`config.mk`:
```
export PLATFORM = sky130hd
export DESIGN_NAME = sdes_byte_encrypt_top
export DESIGN_NICKNAME = d
export VERILOG_FILES = /design/src/hdl/sdes_pkg.sv /design/src/hdl/sdes_byte_encrypt_top.sv /design/src/hdl/sdes_front.sv /design/src/hdl/sdes_queue.sv /design/src/hdl/sdes_back.sv
export SDC_FILE = /design/constraint.sdc
export NUM_CORES = 1
export LEC_CHECK = 0
export BUFFER_PORTS_ARGS = -buffer_cell sky130_fd_sc_hd__buf_4
export CORE_MARGIN = 5
export CORE_UTILIZATION = 40
export CTS_CLUSTER_SIZE = 8
export DETAILED_ROUTE_END_ITERATION = 8
export PLACE_DENSITY = 0.63
export SLEW_MARGIN = 0
export SYNTH_ARGS = -nofsm -noshare
export SYNTH_HDL_FRONTEND = slang
export SYNTH_SLANG_ARGS = --single-unit
```
`constraint.sdc`:
```
create_clock -name clk -period 2.5 [get_ports clk]
set_input_delay 0.375 -clock clk [delete_from_list [all_inputs] [get_ports clk]]
set_output_delay 0.375 -clock clk [all_outputs]
set_load 0.005 [all_outputs]
```
`src/hdl/sdes_pkg.sv`:
```
// Shared types, constants and S-DES permutation, S-box and key schedule functions.
// Used by every module of the byte encryptor; depends on nothing.
package sdes_pkg;

  localparam int KEY_W  = 10;
  localparam int BYTE_W = 8;
  localparam int HALF_W = 4;
  localparam int SUB_W  = 8;
  localparam int ADDR_W = 3;
  localparam int DATA_W = 32;

  // Two-entry queue between front and back
  localparam int QUEUE_DEPTH = 2;
  localparam int QPTR_W      = 1;
  localparam int QCNT_W      = 2;

  // Register map: word index lives in paddr[ADDR_W-1]
  localparam logic KEY_INDEX = 1'b0;

  typedef struct packed {
    logic [SUB_W-1:0] k1;
    logic [SUB_W-1:0] k2;
  } sdes_subkeys_t;

  typedef struct packed {
    logic              valid;
    logic [BYTE_W-1:0] data;
  } sdes_word_t;

  // S-box tables, indexed by {row, col}
  localparam logic [1:0] S0_TAB [16] = '{
    2'd1, 2'd0, 2'd3, 2'd2,
    2'd3, 2'd2, 2'd1, 2'd0,
    2'd0, 2'd2, 2'd1, 2'd3,
    2'd3, 2'd1, 2'd3, 2'd2
  };
  localparam logic [1:0] S1_TAB [16] = '{
    2'd0, 2'd1, 2'd2, 2'd3,
    2'd2, 2'd0, 2'd1, 2'd3,
    2'd3, 2'd0, 2'd1, 2'd0,
    2'd2, 2'd1, 2'd0, 2'd3
  };

  function automatic logic [KEY_W-1:0] p10(input logic [KEY_W-1:0] v);
    return {v[7], v[5], v[8], v[3], v[6], v[0], v[9], v[1], v[2], v[4]};
  endfunction

  function automatic logic [SUB_W-1:0] p8(input logic [KEY_W-1:0] v);
    return {v[4], v[7], v[3], v[6], v[2], v[5], v[0], v[1]};
  endfunction

  function automatic logic [BYTE_W-1:0] ip(input logic [BYTE_W-1:0] v);
    return {v[6], v[2], v[5], v[7], v[4], v[0], v[3], v[1]};
  endfunction

  function automatic logic [BYTE_W-1:0] ipinv(input logic [BYTE_W-1:0] v);
    return {v[4], v[7], v[5], v[3], v[1], v[6], v[0], v[2]};
  endfunction

  function automatic logic [SUB_W-1:0] ep(input logic [HALF_W-1:0] v);
    return {v[0], v[3], v[2], v[1], v[2], v[1], v[0], v[3]};
  endfunction

  function automatic logic [HALF_W-1:0] p4(input logic [HALF_W-1:0] v);
    return {v[2], v[0], v[1], v[3]};
  endfunction

  // Row from outer bits, column from inner bits
  function automatic logic [1:0] s0_look(input logic [HALF_W-1:0] b);
    return S0_TAB[{b[3], b[0], b[2:1]}];
  endfunction

  function automatic logic [1:0] s1_look(input logic [HALF_W-1:0] b);
    return S1_TAB[{b[3], b[0], b[2:1]}];
  endfunction

  function automatic logic [HALF_W-1:0] round_f(input logic [HALF_W-1:0] half,
                                                input logic [SUB_W-1:0]  sub);
    logic [SUB_W-1:0] e;
    e = ep(half) ^ sub;
    return p4({s0_look(e[7:4]), s1_look(e[3:0])});
  endfunction

  // K1 after one left rotate of each half, K2 after three
  function automatic sdes_subkeys_t key_sched(input logic [KEY_W-1:0] key);
    logic [KEY_W-1:0] p;
    logic [4:0]       hi;
    logic [4:0]       lo;
    sdes_subkeys_t    ks;
    p     = p10(key);
    hi    = p[9:5];
    lo    = p[4:0];
    ks.k1 = p8({hi[3:0], hi[4], lo[3:0], lo[4]});
    ks.k2 = p8({hi[1:0], hi[4:2], lo[1:0], lo[4:2]});
    return ks;
  endfunction

endpackage

```
`src/hdl/sdes_byte_encrypt_top.sv`:
```
// Top level of the S-DES byte encryptor: register port, key schedule and datapath.
// Depends on sdes_pkg, sdes_front, sdes_queue and sdes_back.
//
//   channel  dir  handshake            payload
//   -------  ---  -------------------  ------------------
//   input    in   in_valid / in_stall  plain_byte[7:0]
//   output   out  out_valid/out_stall  cipher_byte[7:0]
//   config   in   APB psel/penable     cipher_key @ 0x0
//
// One word enters per cycle when the result side keeps up; an accepted word leaves
// through the front register, a queue entry, round one and round two (output register).
// Throughput when unstalled is set by the one-word-per-cycle front and output registers.
// Reset (synchronous, rst high) empties every stage and clears the key to zero.
// A stalled result holds in the output register while round one, the queue and
// the front keep taking words until all fill; in_stall then rises.
module sdes_byte_encrypt_top (
  input  logic                        clk,
  input  logic                        rst,
  // register port
  input  logic                        psel,
  input  logic                        penable,
  input  logic                        pwrite,
  input  logic [sdes_pkg::ADDR_W-1:0] paddr,
  input  logic [sdes_pkg::DATA_W-1:0] pwdata,
  output logic [sdes_pkg::DATA_W-1:0] prdata,
  output logic                        pready,
  // plaintext channel
  input  logic                        in_valid,
  input  logic [sdes_pkg::BYTE_W-1:0] plain_byte,
  output logic                        in_stall,
  // ciphertext channel
  output logic                        out_valid,
  output logic [sdes_pkg::BYTE_W-1:0] cipher_byte,
  input  logic                        out_stall
);

  logic [sdes_pkg::KEY_W-1:0] cipher_key;
  sdes_pkg::sdes_subkeys_t    subkeys;
  logic                       key_sel;
  logic                       key_wr;
  sdes_pkg::sdes_word_t       push;
  sdes_pkg::sdes_word_t       head;
  logic                       q_full;
  logic                       pop;

  // Register port: no wait states, word index taken from the top address bit
  assign pready  = 1'b1;
  assign key_sel = (paddr[sdes_pkg::ADDR_W-1] == sdes_pkg::KEY_INDEX);
  assign key_wr  = psel & penable & pwrite & pready & key_sel;

  always_comb begin
    prdata = '0;
    if (key_sel) begin
      prdata = sdes_pkg::DATA_W'(cipher_key);
    end
  end

  // Hold the key and its two subkeys; refresh both on a key write.
  // Subkeys of an all-zero key are zero, so reset clears them too.
  always_ff @(posedge clk) begin
    if (rst) begin
      cipher_key <= '0;
      subkeys    <= '0;
    end else if (key_wr) begin
      cipher_key <= pwdata[sdes_pkg::KEY_W-1:0];
      subkeys    <= sdes_pkg::key_sched(pwdata[sdes_pkg::KEY_W-1:0]);
    end
  end

  // Front: take the plaintext word and apply the initial permutation
  sdes_front u_front (
    .clk        (clk),
    .rst        (rst),
    .in_valid   (in_valid),
    .plain_byte (plain_byte),
    .in_stall   (in_stall),
    .q_full     (q_full),
    .push       (push)
  );

  // Queue: absorb result-side stalls so the front can keep accepting
  sdes_queue u_queue (
    .clk  (clk),
    .rst  (rst),
    .push (push),
    .pop  (pop),
    .head (head),
    .full (q_full)
  );

  // Back: two Feistel rounds and the final permutation
  sdes_back u_back (
    .clk         (clk),
    .rst         (rst),
    .head        (head),
    .subkeys     (subkeys),
    .pop         (pop),
    .out_valid   (out_valid),
    .cipher_byte (cipher_byte),
    .out_stall   (out_stall)
  );

  // Subkeys always track the key written last
  a_subkeys_follow_key: assert property (@(posedge clk) disable iff (rst)
    key_wr |=> (subkeys == sdes_pkg::key_sched(cipher_key)))
    else $error("subkeys do not match the written key");

  // An accepted word is held in the front register on the next cycle
  a_accept_lands: assert property (@(posedge clk) disable iff (rst)
    (in_valid && !in_stall) |=> push.valid || in_stall)
    else $error("accepted word lost in front stage");

  // Reset leaves the block empty and ready
  a_reset_empty: assert property (@(posedge clk)
    rst |=> (!out_valid && !in_stall && !head.valid))
    else $error("block not empty after reset");

endmodule

```
`src/hdl/sdes_front.sv`:
```
// Front stage: accepts plaintext words and applies the initial permutation.
// Depends on sdes_pkg; feeds sdes_queue.
module sdes_front (
  input  logic                       clk,
  input  logic                       rst,
  input  logic                       in_valid,
  input  logic [sdes_pkg::BYTE_W-1:0] plain_byte,
  output logic                       in_stall,
  input  logic                       q_full,
  output sdes_pkg::sdes_word_t       push
);

  logic                        front_valid;
  logic                        front_valid_next;
  logic [sdes_pkg::BYTE_W-1:0] front_data;
  logic                        accept;

  assign in_stall   = front_valid & q_full;
  assign accept     = in_valid & ~in_stall;
  assign push.valid = front_valid & ~q_full;
  assign push.data  = front_data;

  always_comb begin
    front_valid_next = front_valid;
    if (accept) begin
      front_valid_next = 1'b1;
    end else if (push.valid) begin
      front_valid_next = 1'b0;
    end
  end

  always_ff @(posedge clk) begin
    if (rst) begin
      front_valid <= 1'b0;
    end else begin
      front_valid <= front_valid_next;
    end
  end

  always_ff @(posedge clk) begin
    if (accept) begin
      front_data <= sdes_pkg::ip(plain_byte);
    end
  end

endmodule

```
`src/hdl/sdes_queue.sv`:
```
// Two-entry queue that decouples the front stage from the round pipeline.
// Depends on sdes_pkg.
module sdes_queue (
  input  logic                 clk,
  input  logic                 rst,
  input  sdes_pkg::sdes_word_t push,
  input  logic                 pop,
  output sdes_pkg::sdes_word_t head,
  output logic                 full
);

  logic [sdes_pkg::BYTE_W-1:0] entries [sdes_pkg::QUEUE_DEPTH];
  logic [sdes_pkg::QPTR_W-1:0] wr_ptr;
  logic [sdes_pkg::QPTR_W-1:0] rd_ptr;
  logic [sdes_pkg::QCNT_W-1:0] count;
  logic [sdes_pkg::QCNT_W-1:0] count_next;
  logic                        do_pop;

  assign full       = (count == sdes_pkg::QCNT_W'(sdes_pkg::QUEUE_DEPTH));
  assign head.valid = (count != '0);
  assign head.data  = entries[rd_ptr];
  assign do_pop     = pop & head.valid;

  always_comb begin
    count_next = count;
    case ({push.valid, do_pop})
      2'b10:   count_next = count + 1'b1;
      2'b01:   count_next = count - 1'b1;
      default: count_next = count;
    endcase
  end

  always_ff @(posedge clk) begin
    if (rst) begin
      wr_ptr <= '0;
      rd_ptr <= '0;
      count  <= '0;
    end else begin
      count <= count_next;
      if (push.valid) begin
        wr_ptr <= wr_ptr + 1'b1;
      end
      if (do_pop) begin
        rd_ptr <= rd_ptr + 1'b1;
      end
    end
  end

  always_ff @(posedge clk) begin
    if (push.valid) begin
      entries[wr_ptr] <= push.data;
    end
  end

endmodule

```
`src/hdl/sdes_back.sv`:
```
// Back pipeline: Feistel round one, then round two with the inverse permutation.
// Depends on sdes_pkg; drains sdes_queue and drives the result channel.
module sdes_back (
  input  logic                        clk,
  input  logic                        rst,
  input  sdes_pkg::sdes_word_t        head,
  input  sdes_pkg::sdes_subkeys_t     subkeys,
  output logic                        pop,
  output logic                        out_valid,
  output logic [sdes_pkg::BYTE_W-1:0] cipher_byte,
  input  logic                        out_stall
);

  logic                        s1_valid;
  logic [sdes_pkg::HALF_W-1:0] s1_l1;
  logic [sdes_pkg::HALF_W-1:0] s1_r;
  logic                        out_adv;
  logic                        s1_adv;
  logic [sdes_pkg::HALF_W-1:0] l1;
  logic [sdes_pkg::HALF_W-1:0] l2;

  assign out_adv = ~out_valid | ~out_stall;
  assign s1_adv  = ~s1_valid | out_adv;
  assign pop     = head.valid & s1_adv;

  assign l1 = head.data[7:4] ^ sdes_pkg::round_f(head.data[3:0], subkeys.k1);
  assign l2 = s1_r ^ sdes_pkg::round_f(s1_l1, subkeys.k2);

  always_ff @(posedge clk) begin
    if (rst) begin
      s1_valid  <= 1'b0;
      out_valid <= 1'b0;
    end else begin
      if (s1_adv) begin
        s1_valid <= head.valid;
      end
      if (out_adv) begin
        out_valid <= s1_valid;
      end
    end
  end

  always_ff @(posedge clk) begin
    if (pop) begin
      s1_l1 <= l1;
      s1_r  <= head.data[3:0];
    end
    if (out_adv & s1_valid) begin
      cipher_byte <= sdes_pkg::ipinv({l2, s1_l1});
    end
  end

endmodule
```
# == Word-level counts from Yosys, hierarchy flattened ==
# Memory sizes are Yosys's and may differ from the RTL's. A register that Yosys moved wholly into a read port is not among the register bits.
# Index checks and enable logic that the tools add are counted.
# classes
add_sub_neg,4
n_lt_le_gt_ge,4
n_eq_ne,3
n_mux,16
bitwise,25
reduce_logical,3
# op_table
operator,n
"5-bit >= comparator, second input constant",4
4-bit NOT with 5-bit output,4
2-bit two-way mux,8
8-bit bitwise XOR,2
10-bit two-way mux,1
1-bit AND,9
4-bit bitwise XOR,2
1-bit two-way mux,6
1-bit NOT,6
2-bit nonzero test,3
"2-bit equality test, second input constant",2
2-bit one-hot mux with 2 select lines,1
"1-bit adder, second input constant",2
"2-bit by 1-bit adder with 2-bit output, second input constant",1
"2-bit by 1-bit equality test with 1-bit output, second input constant",1
1-bit bitwise OR,2
"2-bit by 1-bit subtractor with 2-bit output, second input constant",1
# totals
ff_bits,57
mem_bits_rw,16
romBits,128
in_bits,50
output_inout_bits,43
elab_cells,73
n_memories,5
# memory_table
memory,words,word_bits,rd,rd_ports_with_merged_regs,write_ports,line_no,source
(no name shown),16,2,1,0,0,sdes_pkg.sv:74,"return S1_TAB[{b[3], b[0], b[2:1]}];"
(no name shown),16,2,1,0,0,sdes_pkg.sv:70,"return S0_TAB[{b[3], b[0], b[2:1]}];"
(no name shown),16,2,1,0,0,sdes_pkg.sv:74,
(no name shown),16,2,1,0,0,sdes_pkg.sv:70,
u_queue.entries,2,8,1,1,1,sdes_queue.sv:12,logic [sdes_pkg::BYTE_W-1:0] entries [sdes_pkg::QUEUE_DEPTH];

# == Depth between registers and ports, before layout ==
# Gate-level depths: netlist of run 1.
# depth
ltp_word,7
ltp_mapped,9
depth_no_buf,8

# == Cells and area by module ==
# From an unflattened synthesis of run 1, not the netlist that was laid out.
# unflattened
cells_unflattened,223
hier_area_um2,2832.7
# by_module_without_submodules
module,n_inst,cells_each,area_each_um2,seq_area_each_um2
sdes_back,1,81,1044.8,520.5
sdes_queue,1,48,792.0,580.6
sdes_byte_encrypt_top,1,80,700.7,200.2
sdes_front,1,14,295.3,260.2

# == Least setup slack after synthesis of run 1 ==
# No wires, ideal clock.
# synth_path
path_kind,register to register
from,reg with a tool-made name
to,reg u_back.s1_l1[1] (netlist name) (data pin)
setup_time_ps,258
t_arrival_ps,1667
required_ps,2242
setup_slack_ps,576
stages_incl_launch_ff,10
n_path_buf,1
synth_period_minus_slack_ps,1924
cell_sequence,dfxtp_1 buf_6 mux2i_4 xnor2_1 inv_1 ha_1 mux2_4 nor2_2 a21oi_2 xnor2_1
# synth_lines
item,line_no,source
"end signal, assigned",sdes_back.sv:45,s1_l1 <= l1;
"end, declared",sdes_back.sv:15,logic [sdes_pkg::HALF_W-1:0] s1_l1;

==> flow_summary_export.csv, run 1 <==
group,metric,value,unit
route,viasPerCell,4.50,
floorplan,start_util,0.406,
sta,fin_skew,0.00393,ns
clock_network,postCtsSetupRepairBufs,0,
synth,muxShareOfSynthArea,0.0533,
clock_network,clk_latency,0.32,ns
cells_and_area,final_cells,365,
placed_design,place_area,3090,um2
worst_setup_path,crit_buf_inv,1,
worst_setup_path,slowest_stage,"dfxtp_1",
global_route,globalRouteOverflowTotal,0,
global_route,grt_pass1_wl,7160,um
route,dr.pass1.iters,4,
clock_network,cts_inserted_buffers,9,
sta,max_freq,477,MHz
min_path,hold_path_class,"input port to flop",
sta,finalSetupViolations,0,
global_route,track_usage,0.108,
synth,ys_ff_latch,58,
sta,grt_setup_unrepaired,"no",
clock_network,cts_resized,0,
floorplan,pin_count,93,
sta,slew_headroom,0.569,
sta,fin_ws,0.405,ns
cells_and_area,fin_nets,333,
global_route,grt_pass1_vias,1597,
power,totalPowerFinal,3.19,mW
clock_network,cts_tree,"yes",
run_status,status,"finished clean",
global_route,grt_max_degree,19,
run,cap_violations,0,
synth,synth_xor_area_frac,0.114,
synth,synth_compound_area_frac,0.0592,
placed_design,io_buffers,45,
worst_setup_path,worstPathArrival,2.16,ns
sta,drv_slew,0,
worst_setup_path,rrSetupSlack,0.41,ns
worst_setup_path,path_cells,"buf_4, mux2i_2, xor2_1, ha_1, mux2_4, nor2_2, a21oi_2, xnor2_1",
synth,synth_top_family_by_area,"XOR/XNOR gates",
synth,synth.avg_cell_area,12.0,um2
sta,finalCritPeriodShare,0.838,
placed_design,gp_congestion,0.747,
route,drc,0,
clock_network,numClockSinks,58,
worst_setup_path,critical_path_required,2.57,ns
power,leakage,1.27,nW
placed_design,post-place-ws,0.378,ns
cells_and_area,area_growth,19.1,%
placed_design,placed_cells,349,
sta,worst_pin_slew,0.645,ns
route,initialDrtViolationCount,62,
synth,ys_seq_area_frac,0.569,
clock_network,cts_buffer_depth,2,
floorplan,floorplan.rows,30,
synth,yosys.area_share.simple,0.108,
synth,syn_area,2750,um2
route,drtAntennaViolNets,0,
worst_setup_path,critPathMaxFanout,7,
floorplan,fp.dieH,92.9,um
worst_setup_path,criticalPathCategory,"flop to flop",
power,ir_drop,407,uV
worst_setup_path,cp_top_family,"multiplexers",
worst_setup_path,max_stage_delay,0.38,ns
cells_and_area,fin_area,3270,um2
synth,synth_fa_ha_area_frac,0.0137,
clock_network,htree_levels,3,
floorplan,die_area,8620,um2
route,vias,1643,
worst_setup_path,endpoint_kind,"flop",
clock_network,clk_pin_slew,0.06,ns
floorplan,die_w,92.9,um
synth,postSynthCellCount,228,
sta,hold_violations,0,
clock_network,cts_root_buffer,"clkbuf_8",
clock_network,holdBufCountCts,0,
floorplan,fp.coreArea,6760,um2
worst_setup_path,crit_path_start_kind,"flop",
synth,yosysWarnings,0,
sta,finalSetupTns,0,ns
global_route,antenna_found_initial,0,
power,cellPowerDensity,975,nW/um2
route,avgRoutedWirePerCell,12.0,um
cells_and_area,diodes,0,
route,totalWireLength,4370,um
placed_design,hpwl,3330,um
sta,min_period,2.09,ns
cells_and_area,drive_gt1_frac,0.256,
synth,ys_types,38,
[layout make-up]
cell class              count  area [um2]
fillers                   625        3490
repair buffers             48         360
multi-input cells         157        1040
inverters                   6        22.5
flip-flops and latches     58        1560
well taps                  80         100
clock inverters             7        60.1
clock buffers               9         124
[Yosys cell counts]
| master | instances | share of area |
|---|---|---|
| a211oi_1 | 1 | 0.0027 |
| a21boi_0 | 1 | 0.0027 |
| a21oi_1 | 17 | 0.031 |
| a21oi_2 | 1 | 0.0032 |
| a22oi_1 | 1 | 0.0027 |
| a31oi_1 | 2 | 0.0046 |
| and3_1 | 1 | 0.0023 |
| and4b_1 | 1 | 0.0036 |
| buf_4 | 23 | 0.063 |
| buf_6 | 1 | 0.0041 |
| clkbuf_1 | 4 | 0.0055 |
| conb_1 | 2 | 0.0027 |
| dfxtp_1 | 18 | 0.13 |
| edfxtp_1 | 40 | 0.44 |
| ha_1 | 3 | 0.014 |
| inv_1 | 6 | 0.0082 |
| mux2_4 | 1 | 0.0055 |
| mux2i_1 | 5 | 0.018 |
| mux2i_2 | 1 | 0.0050 |
| mux2i_4 | 3 | 0.025 |
| nand2_1 | 24 | 0.033 |
| nand2b_1 | 4 | 0.0091 |
| nand3_1 | 1 | 0.0018 |
| nand3b_1 | 1 | 0.0027 |
| nand4b_1 | 1 | 0.0032 |
| nor2_1 | 13 | 0.018 |
| nor2_2 | 1 | 0.0023 |
| nor2b_1 | 12 | 0.027 |
| nor3b_1 | 1 | 0.0027 |
| o211ai_1 | 1 | 0.0027 |
| o21ai_0 | 2 | 0.0036 |
| o21ai_1 | 2 | 0.0036 |
| o22ai_1 | 1 | 0.0023 |
| or3_1 | 1 | 0.0023 |
| xnor2_1 | 19 | 0.061 |
| xnor2_2 | 3 | 0.018 |
| xor2_1 | 8 | 0.026 |
| xor2_4 | 1 | 0.010 |
[cell usage in the layout (no fill, tap or decap), drive strengths merged, types with 3 or more instances in the layout]
master and instances:
a21oi 18, clkbuf 9, nand2 24, edfxtp 40
nand2b 4, buf 48, nor2 14, mux2i 9
dfxtp 18, xor2 9, ha 3, inv 6
xnor2 22, clkinv 5, conb 23, o21ai 4
nor2b 12
[cell families after synthesis]
logic type / after synthesis
AND/OR/NAND/NOR: 61
AO/OA/AOI/OAI: 29
XOR/XNOR: 31
adder cells (fa/ha/maj): 3
other: 2
multiplexers: 10
flip-flops: 58
buffers and inverters: 34
[state kept, by name (all words and copies together) (netlist names), named ones only]
register / flops
cipher_key: 9
u_queue.wr_ptr: 1
u_back.out_valid: 1
u_back.s1_l1: 4
u_back.cipher_byte: 8
u_front.front_valid: 1
u_queue.count: 2
u_queue.entries: 16
u_back.s1_r: 4
u_queue.rd_ptr: 1
u_back.s1_valid: 1
subkeys: 1
u_front.front_data: 8
[per-stage QoR]
stage	util	hold WS [ns]
2_1_floorplan	-	0.421
3_3_place_gp	0.457	0.425
3_5_place_dp	0.457	0.435
4_1_cts	0.484	0.214
5_1_grt	0.484	0.204
6_report	0.484	0.232
[path summary, 6_finish.rpt]
| path | to | cells past startpoint | start |
|---|---|---|---|
| max | u_back.s1_l1[1] | 8 | flop |
| min | u_front.front_data[6] | 1 | plain_byte[2] |
| max reg2reg | u_back.s1_l1[1] | 8 | flop |
| min reg2reg | u_queue.entries[0][1] | 0 | u_front.front_data[1] |
[report_power, final]
part	internal (mW)	switching (mW)
Combinational	0.508	0.494
Clock	0.447	0.341
Sequential	1.29	0.107
[worst register-to-register path, delay by kind of cell (launching register included)]
family          cells  cell delay [ns]
simple gates        1             0.09
compound gates      1             0.04
flops               1             0.38
buf+inv             1             0.23
fa+ha+maj           1             0.22
mux                 2             0.61
xor+xnor            2             0.27
[layer usage]
layer | GRT usage | up-vias | share of wire | routed length [um]
li1 | - | 834 | - | -
met1 | 0.126 | 753 | 0.40 | 1760
met2 | 0.175 | 45 | 0.52 | 2260
met3 | 0.0309 | 11 | 0.053 | 231
met4 | 0.0647 | 0 | 0.026 | 113
met5 | 0 | - | 0 | 0
(Power assumes the default switching activity.)
==> run 2: changes to the inputs <==
- PLACE_DENSITY: 0.63 -> 0.65
- clock period: 2.5 -> 1.9 ns (I/O delays scaled with it)
==> run 2 against run 1 <==
Register-to-register slack lost 0.31 ns; largest cell class unchanged; first-iteration DRC count rose by 42%; critical path depth is the same; utilization rose by 2.5 points; setup slack worse by 0.31 ns; largest power group unchanged; count of clock-buffer cells in the layout is 4 higher; combinational power rose by 51%.
==> flow_summary_export.csv, run 2 (synthesis results as in run 1) <==
group,metric,value,unit
clock_network,holdBufCountCts,0,
cells_and_area,utilization,0.509,
cells_and_area,reg_top3,"u_queue.entries x16, cipher_key x9",
clock_network,numClockSinks,58,
clock_network,clk_latency,0.33,ns
global_route,antenna_found_initial,0,
route,totalWireLength,4690,um
cells_and_area,final_cell_mix,"buf_4, edfxtp_1, nand2_1",
cells_and_area,drive_gt1_frac,0.300,
cells_and_area,area_growth,25.2,%
sta,hold_violations,0,
sta,min_period,1.81,ns
cells_and_area,top_register,"u_queue.entries",
route,drtAntennaViolNets,0,
clock_network,cts_inserted_buffers,9,
worst_setup_path,max_stage_delay,0.38,ns
sta,grt_setup_unrepaired,"no",
route,dr.pass1.iters,4,
clock_network,cts_buffer_depth,2,
sta,max_freq,553,MHz
cells_and_area,final_common_cell,"buf_4",
floorplan,die_area,8620,um2
power,leakage,1.36,nW
floorplan,fp.coreArea,6760,um2
worst_setup_path,critical_path_required,1.98,ns
route,vias,1681,
route,viasPerCell,4.46,
worst_setup_path,slowest_stage,"dfxtp_4",
sta,finalSetupTns,0,ns
global_route,globalRouteOverflowTotal,0,
run_status,status,"finished clean",
placed_design,gp_congestion,0.691,
floorplan,fp.dieH,92.9,um
floorplan,pin_count,93,
global_route,grt_max_degree,19,
global_route,track_usage,0.111,
clock_network,cts_tree,"yes",
worst_setup_path,criticalPathCategory,"flop to flop",
sta,finalCritPeriodShare,0.951,
worst_setup_path,crit_buf_inv,1,
global_route,grt_pass1_wl,7180,um
clock_network,htree_levels,3,
worst_setup_path,critPathMaxFanout,5,
route,avgRoutedWirePerCell,12.4,um
run,cap_violations,0,
sta,drv_slew,0,
placed_design,hpwl,3480,um
sta,fin_skew,0.0101,ns
sta,finalSetupViolations,0,
worst_setup_path,path_cells,"buf_12, mux2i_4, xor2_2, ha_2, mux2_4, nor2_4, a21oi_2, xnor2_1",
cells_and_area,diodes,0,
cells_and_area,largest_reg_flops,16,
cells_and_area,fin_nets,345,
power,ir_drop,506,uV
placed_design,place_area,3190,um2
cells_and_area,n_fill_cell,603,
placed_design,io_buffers,45,
cells_and_area,fin_area,3440,um2
clock_network,cts_root_buffer,"clkbuf_8",
min_path,hold_path_class,"input port to flop",
floorplan,die_w,92.9,um
floorplan,floorplan.rows,30,
floorplan,start_util,0.406,
route,initialDrtViolationCount,88,
worst_setup_path,worstPathArrival,1.89,ns
power,cellPowerDensity,1320,nW/um2
global_route,grt_pass1_vias,1558,
route,drc,0,
worst_setup_path,endpoint_kind,"flop",
worst_setup_path,cp_top_family,"multiplexers",
worst_setup_path,crit_path_start_kind,"flop",
clock_network,clk_pin_slew,0.06,ns
-- run 2: cell count changes in the layout (fill, tap and decap cells not counted), moves of 2 or more --
| cell | before | now |
|---|---|---|
| clkbuf_8 | 9 | 12 |
| xnor2_1 | 19 | 17 |
| xnor2_2 | 3 | 5 |
| clkinv_2 | 3 | 0 |
| buf_4 | 48 | 59 |
-- run 2: per-layer routing --
metal	vias up	GRT usage	wire length, um
met1	772	0.122	1980
met4	0	0.0745	77
met3	9	0.0333	232
met2	42	0.183	2400
li1	858	-	-
met5	-	0	0
-- run 2: report_power, final --
group          switching, mW  internal [mW]  leakage (nW)  total [mW]
combinational          0.707          0.803         0.732        1.51
sequential             0.149           1.70         0.522        1.85
clock                  0.465          0.705         0.105        1.17
total                   1.32           3.21          1.36        4.53
-- run 2: path summary, 6_finish.rpt --
kind | to | cells past startpoint | start | slack [ns]
hold / removal | u_front.front_data[5] | 1 | plain_byte[5] | 0.13
setup reg to reg | u_back.s1_l1[1] | 8 | flop | 0.09
hold reg to reg | u_queue.entries[0][3] | 0 | u_front.front_data[3] | 0.44
setup / recovery | u_back.s1_l1[1] | 8 | flop | 0.09
-- run 2: timing repair --
action                                  CTS  global route
pin swaps                                 0             1
setup buffers                             0             1
endpoints found under the hold margin     0             0
gates resized for setup                   1             6
endpoints found under the setup margin    3             3
-- run 2: stage by stage --
| step | setup WS (ns) | hold slack, ns | instances | power, mW |
|---|---|---|---|---|
| finish | 0.0925 | 0.129 | 377 | 4.53 |
| global placement | -0.0434 | 0.424 | 360 | 3.29 |
| detailed placement | -0.0604 | 0.433 | 360 | 3.34 |
| floorplan | -0.00690 | 0.384 | 249 | 2.89 |
| CTS | 0.0144 | 0.109 | 376 | 4.53 |
| global route | 0.00250 | 0.108 | 377 | 4.79 |
-- run 2: worst reg2reg max path, stage by stage, from the launching register on --
cell and delay [ns]:
dfxtp_4 0.38, buf_12 0.13, mux2i_4 0.27, xor2_2 0.11, ha_2 0.17, mux2_4 0.28, nor2_4 0.08, a21oi_2 0.04
xnor2_1 0.11
-- run 2: area by class of cell --
class,instances,area (um2),share of cell area
multi-input combinational,157,1080,0.314
clock buffer,13,169,0.0491
tap,80,100,0.0291
timing repair buffer,60,463,0.135
clock inverter,3,37.5,0.0109
inverter,6,22.5,0.00655
sequential,58,1570,0.455
